### config.mk
export PLATFORM = sky130hd
export DESIGN_NAME = terminal_line_receiver
export DESIGN_NICKNAME = d
export VERILOG_FILES = /design/src/design/tlr_pkg.sv /design/src/design/terminal_line_receiver.sv
export SDC_FILE = /design/constraint.sdc
export NUM_CORES = 1
export LEC_CHECK = 0
export BUFFER_PORTS_ARGS = -buffer_cell sky130_fd_sc_hd__buf_2
export CAP_MARGIN = 15
export CORE_UTILIZATION = 30
export DETAILED_ROUTE_END_ITERATION = 12
export GPL_TIMING_DRIVEN = 0
export PLACE_DENSITY = 0.43
export SYNTH_ARGS = -nofsm -noshare
export SYNTH_HDL_FRONTEND = slang
export SYNTH_SLANG_ARGS = --single-unit
### constraint.sdc
create_clock -name clk -period 5.2 [get_ports clk]
set_input_delay 1.3 -clock clk [delete_from_list [all_inputs] [get_ports clk]]
set_output_delay 1.3 -clock clk [all_outputs]
set_load 0.01 [all_outputs]
### src/design/tlr_pkg.sv
`timescale 1ns / 1ps

package tlr_pkg;

  localparam int unsigned LINE_CAPACITY = 64;

  // operation codes
  localparam logic [1:0] OP_BYTE    = 2'd0;
  localparam logic [1:0] OP_RELEASE = 2'd1;
  localparam logic [1:0] OP_READ    = 2'd2;

  // event codes
  localparam logic [1:0] EV_NONE   = 2'd0;
  localparam logic [1:0] EV_LINE   = 2'd1;
  localparam logic [1:0] EV_ESCAPE = 2'd2;

  // special key codes
  localparam logic [1:0] KEY_NONE = 2'd0;
  localparam logic [1:0] KEY_UP   = 2'd1;
  localparam logic [1:0] KEY_DOWN = 2'd2;

  // received characters with a meaning
  localparam logic [7:0] CH_CTRL_C    = 8'h03;
  localparam logic [7:0] CH_ESC       = 8'h1B;
  localparam logic [7:0] CH_BRACKET   = 8'h5B;
  localparam logic [7:0] CH_UP        = 8'h41;
  localparam logic [7:0] CH_DOWN      = 8'h42;
  localparam logic [7:0] CH_ENTER     = 8'h0D;
  localparam logic [7:0] CH_BACKSPACE = 8'h08;

  typedef struct packed {
    logic [1:0] operation;
    logic [7:0] rx_byte;
    logic [5:0] read_index;
  } item_t;

  typedef struct packed {
    logic [1:0] event_res;
    logic [1:0] key_code;
    logic [6:0] line_length;
    logic [7:0] read_data;
    logic       line_pending;
  } result_t;

endpackage

### src/design/terminal_line_receiver.sv
`timescale 1ns / 1ps

// Terminal line receiver.
// Input channel (item_valid / item_stall / item) carries one operation per beat:
// a received byte, a release of the completed line, or a read of the line store.
// Output channel (result_valid / result_stall / result) returns exactly one
// status beat per input beat, in order.
// An accepted beat passes the read stage register, then the output register.
// The line store is a synchronous RAM read in the cycle of acceptance; its
// data is merged into the output register as the read stage advances.
// Throughput: one beat per cycle unless the output stalls. Line state lives
// in flops and is updated at the accepting edge, so the next byte sees it
// without delay; a write and a later read of the same entry never share an edge.
// Reset (rst, synchronous) empties the line, clears the escape recognizer and
// special key, and enables input; no clearing pass, ready right after reset.
// Store not cleared; user must read only written entries, the block won't check.
// When the receiver stalls, the result is held in the output register, one
// more beat waits in the read stage, and item_stall rises once both are full.
module terminal_line_receiver #(
  parameter int unsigned LINE_CAPACITY = tlr_pkg::LINE_CAPACITY
) (
  input  logic             clk,
  input  logic             rst,
  input  logic             item_valid,
  output logic             item_stall,
  input  tlr_pkg::item_t   item,
  output logic             result_valid,
  input  logic             result_stall,
  output tlr_pkg::result_t result
);

  localparam int unsigned AW = (LINE_CAPACITY > 1) ? $clog2(LINE_CAPACITY) : 1;
  localparam int unsigned CW = $clog2(LINE_CAPACITY + 1);

  typedef enum logic [1:0] {
    ESC_IDLE         = 2'd0,
    ESC_WAIT_BRACKET = 2'd2,
    ESC_WAIT_KEY     = 2'd3
  } esc_t;

  // line state
  logic [CW-1:0] fill_count, fill_count_next;
  logic          accepting, accepting_next;
  esc_t          escape_stage, escape_stage_next;
  logic [1:0]    special_key, special_key_next;

  logic [7:0] line_store [LINE_CAPACITY];
  logic [7:0] store_q;

  // read stage
  logic             s1_valid;
  tlr_pkg::result_t s1_status;
  logic             s1_read;
  tlr_pkg::result_t result_next;

  logic          in_accept;
  logic          s1_advance;
  logic          store_we;
  logic [1:0]    ev;
  logic          read_hit;
  logic [AW-1:0] read_addr;

  assign s1_advance = s1_valid && (!result_valid || !result_stall);
  assign item_stall = s1_valid && !s1_advance;
  assign in_accept  = item_valid && !item_stall;

  assign read_addr = AW'(item.read_index);
  assign read_hit  = (item.operation == tlr_pkg::OP_READ) &&
                     (32'(item.read_index) < LINE_CAPACITY);

  always_comb begin
    fill_count_next   = fill_count;
    accepting_next    = accepting;
    escape_stage_next = escape_stage;
    special_key_next  = special_key;
    store_we          = 1'b0;
    ev                = tlr_pkg::EV_NONE;
    case (item.operation)
      tlr_pkg::OP_BYTE: begin
        if (accepting) begin
          if (item.rx_byte == tlr_pkg::CH_CTRL_C) begin
            fill_count_next = '0;
          end else if (item.rx_byte == tlr_pkg::CH_ESC) begin
            escape_stage_next = ESC_WAIT_BRACKET;
          end else if (escape_stage != ESC_IDLE) begin
            case (escape_stage)
              ESC_WAIT_BRACKET: begin
                escape_stage_next = (item.rx_byte == tlr_pkg::CH_BRACKET) ?
                                    ESC_WAIT_KEY : ESC_IDLE;
              end
              ESC_WAIT_KEY: begin
                if (item.rx_byte == tlr_pkg::CH_UP) begin
                  special_key_next = tlr_pkg::KEY_UP;
                end else if (item.rx_byte == tlr_pkg::CH_DOWN) begin
                  special_key_next = tlr_pkg::KEY_DOWN;
                end
                escape_stage_next = ESC_IDLE;
                ev                = tlr_pkg::EV_ESCAPE;
              end
              default: begin
                escape_stage_next = ESC_WAIT_BRACKET;
              end
            endcase
          end else if (item.rx_byte == tlr_pkg::CH_BACKSPACE) begin
            if (fill_count != '0) begin
              fill_count_next = fill_count - CW'(1);
            end
          end else begin
            if (fill_count < CW'(LINE_CAPACITY)) begin
              store_we        = 1'b1;
              fill_count_next = fill_count + CW'(1);
            end
            if (item.rx_byte == tlr_pkg::CH_ENTER) begin
              accepting_next = 1'b0;
              ev             = tlr_pkg::EV_LINE;
            end
          end
        end
      end
      tlr_pkg::OP_RELEASE: begin
        fill_count_next = '0;
        accepting_next  = 1'b1;
      end
      default: begin
      end
    endcase
  end

  // status from the read stage with the store data merged in
  always_comb begin
    result_next           = s1_status;
    result_next.read_data = s1_read ? store_q : 8'd0;
  end

  // line store: one write port at the fill position, one registered read port
  always_ff @(posedge clk) begin
    if (in_accept && store_we) begin
      line_store[fill_count[AW-1:0]] <= item.rx_byte;
    end
    if (in_accept && read_hit) begin
      store_q <= line_store[read_addr];
    end
  end

  always_ff @(posedge clk) begin
    if (rst) begin
      fill_count   <= '0;
      accepting    <= 1'b1;
      escape_stage <= ESC_IDLE;
      special_key  <= tlr_pkg::KEY_NONE;
      s1_valid     <= 1'b0;
      result_valid <= 1'b0;
    end else begin
      if (in_accept) begin
        fill_count   <= fill_count_next;
        accepting    <= accepting_next;
        escape_stage <= escape_stage_next;
        special_key  <= special_key_next;
      end
      if (in_accept) begin
        s1_valid <= 1'b1;
      end else if (s1_advance) begin
        s1_valid <= 1'b0;
      end
      if (s1_advance) begin
        result_valid <= 1'b1;
      end else if (!result_stall) begin
        result_valid <= 1'b0;
      end
    end
  end

  // payload registers
  always_ff @(posedge clk) begin
    if (in_accept) begin
      s1_status.event_res    <= ev;
      s1_status.key_code     <= special_key_next;
      s1_status.line_length  <= 7'(fill_count_next);
      s1_status.read_data    <= '0;
      s1_status.line_pending <= !accepting_next;
      s1_read                <= read_hit;
    end
    if (s1_advance) begin
      result <= result_next;
    end
  end

endmodule
==> out/results.ini <==
[critical_path]
cp_max_fo=38
critPathLaunchType=input port
cp-end-kind=flip-flop
regToRegSetupSlack_ps=1440
timing_worst_setup_path_type=input port to flip-flop
critPathArrivalTime_ps=4990
critPathRequiredTime_ps=5440

[global_routing]
gr-total-overflow=0
grt_pass1_vias=11884
grt_max_degree=74
grt_pass1_wl_mm=84.0
grt.total_usage_pct=15.2
antenna_found_initial=1

[yosys]
syn_avg_cell_area_um2=19.9
ys_ff_latch=567
netlist_instances=1132
synth_nets=1155
synth_edf_count=553
synth_flop_cell=edfxtp_1
synth_area_mm2=0.0226
yosysWarnings=0
ys_seq_area_share_pct=74.8
synth.distinct_cells=70
async_flop_share_pct=0

[timing]
fin_skew_ps=21.5
finalCritPeriodShare_pct=91.2
max_freq_ghz=0.211
slew_violations=0
maxSlewHeadroom_pct=27.1
setup_ws_ps=459
worst_pin_slew_ps=1090
layout_min_cycle_time_ps=4740
hold_violations=0
setup_viol=0
rsz0062_at_grt=false
timing.setup.tns_ps=0

[floorplanning]
design.core.area_mm2=0.0744
die_w_um=276
io_pins=42
rows=100
start_util_pct=30.3
die_h_um=276
die_area_mm2=0.0763

[clocking]
ctsRootBufferMaster=clkbuf_16
cts_setup_buffers=0
cts_inserted_buffers=61
cts_resized=0
htree_levels=2
clock_latency_ps=630
cts.path.max_buffers=3
cts_sinks=567
cts_tree=done
clk_pin_slew_ps=60
holdBufCountCts=0

[pwr]
vdd_drop_max_mv=0.247
p_leak_uw=0.00795
power_uw=9580
pwr_density_cell_mw_per_mm2=369

[place]
place_congestion=0.822
numPlacedInstances=2143
preCtsSetupSlack_ps=-278
place_hpwl_mm=38.3
io_buffers=36

[drt]
drtIter0Drc=866
viasPerCell=5.04
via_count=11360
routedWlPerCell_um=25.7
totalWireLength_mm=57.9
antenna_left=0
remaining_drc_errors=0
first_pass_iters=5

[outcome]
status=completed

[flow_run]
max_cap_violations=0

[final_layout]
syn_to_final_growth_pct=15.0
mostFrequentLayoutCells=edfxtp_1 (553), mux4_2 (138), nor2_1 (86)
antenna_cells=0
final_util_pct=34.9
final_cells=2252
layout.nets=1260
final_common_cell=edfxtp_1
drive_gt1_share_pct=24.0

[min_path]
hold_class=flip-flop to flip-flop

==> logic make-up (layout without fill, tap and decap cells) <==
logic type	count (synthesis)	after routing	share of synthesized area (%)
flops	567	567	74.8
simple gates	235	235	5.44
mux	165	165	15.1
compound gates	95	95	3.14
buf+inv	66	217	1.32
fa+ha+maj	3	3	0.166
xor+xnor	1	1	0.0388
==> per-stage QoR <==
stage / cell area (um2) / hold slack (ps)
after floorplan: 22600 / 400
after global placement: 24000 / 404
after detailed placement: 24100 / 405
after CTS: 25900 / 418
after global routing: 25900 / 424
final: 25900 / 417
==> path summary, 6_finish.rpt <==
path | from | end | depth (start not counted)
worst max-delay path | item[8] | line_store[36][5]$_DFFE_PP_ | 7
worst min-delay path | result_next[18]$_SDFFCE_PP0P_ | result[18]$_DFFE_PP_ | 0
worst max register to register | result_valid$_SDFFE_PP0P_ | line_store[36][5]$_DFFE_PP_ | 6
worst min register to register | result_next[18]$_SDFFCE_PP0P_ | result[18]$_DFFE_PP_ | 0
==> state kept, by name (all words and copies together) (netlist names), 2 cells and up <==
| register | count |
|---|---|
| line_store | 512 |
| result | 20 |
| result_next | 12 |
| store_q | 8 |
| fill_count | 7 |
| escape_stage | 2 |
| special_key | 2 |
==> report_power, final <==
group / switching [uW] / leakage [uW] / internal (uW)
sequential: 6.93 / 0.00511 / 5030
clock: 1720 / 0.000903 / 2350
combinational: 297 / 0.00194 / 172
==> synthesized netlist by cell type, types with 10 or more instances <==
| cell | n | area [um2] |
|---|---|---|
| nor3_1 | 19 | 95.1 |
| dfxtp_1 | 14 | 280 |
| mux2_2 | 16 | 180 |
| mux4_2 | 138 | 3110 |
| nor2b_1 | 14 | 87.6 |
| nand3_1 | 19 | 95.1 |
| edfxtp_1 | 553 | 16600 |
| a22oi_1 | 20 | 150 |
| nand4_1 | 10 | 62.6 |
| and2_1 | 12 | 75.1 |
| clkbuf_1 | 30 | 113 |
| nor2_1 | 86 | 323 |
| mux2i_1 | 11 | 110 |
| o21ai_0 | 13 | 65.1 |
| nand2_1 | 24 | 90.1 |
| buf_2 | 13 | 65.1 |
==> per-layer routing <==
metal | GRT usage, % | vias to the layer above | share of wire (%) | routed length (um)
li1 | - | 4943 | - | -
met1 | 21.3 | 6085 | 45 | 26200
met2 | 24.7 | 251 | 48 | 27900
met3 | 2.42 | 81 | 4.6 | 2660
met4 | 4.33 | 0 | 1.9 | 1110
met5 | 0 | - | 0 | 0
==> critical path, stage by stage <==
cell	delay [ps]
buf_2	570
buf_12	280
or4bb_1	180
o211ai_1	220
nor4_4	580
nand4_1	750
nor2_1	1070
==> area by class of cell <==
cell class / count / area [um2]
multi-input combinational: 499 / 5390
tap: 969 / 1210
buffer: 57 / 264
clock buffer: 90 / 1710
sequential: 567 / 16900
clock inverter: 19 / 143
timing repair buffer: 42 / 305
fill: 6923 / 48500
inverter: 9 / 33.8
Power figures use the tool's default switching activity.
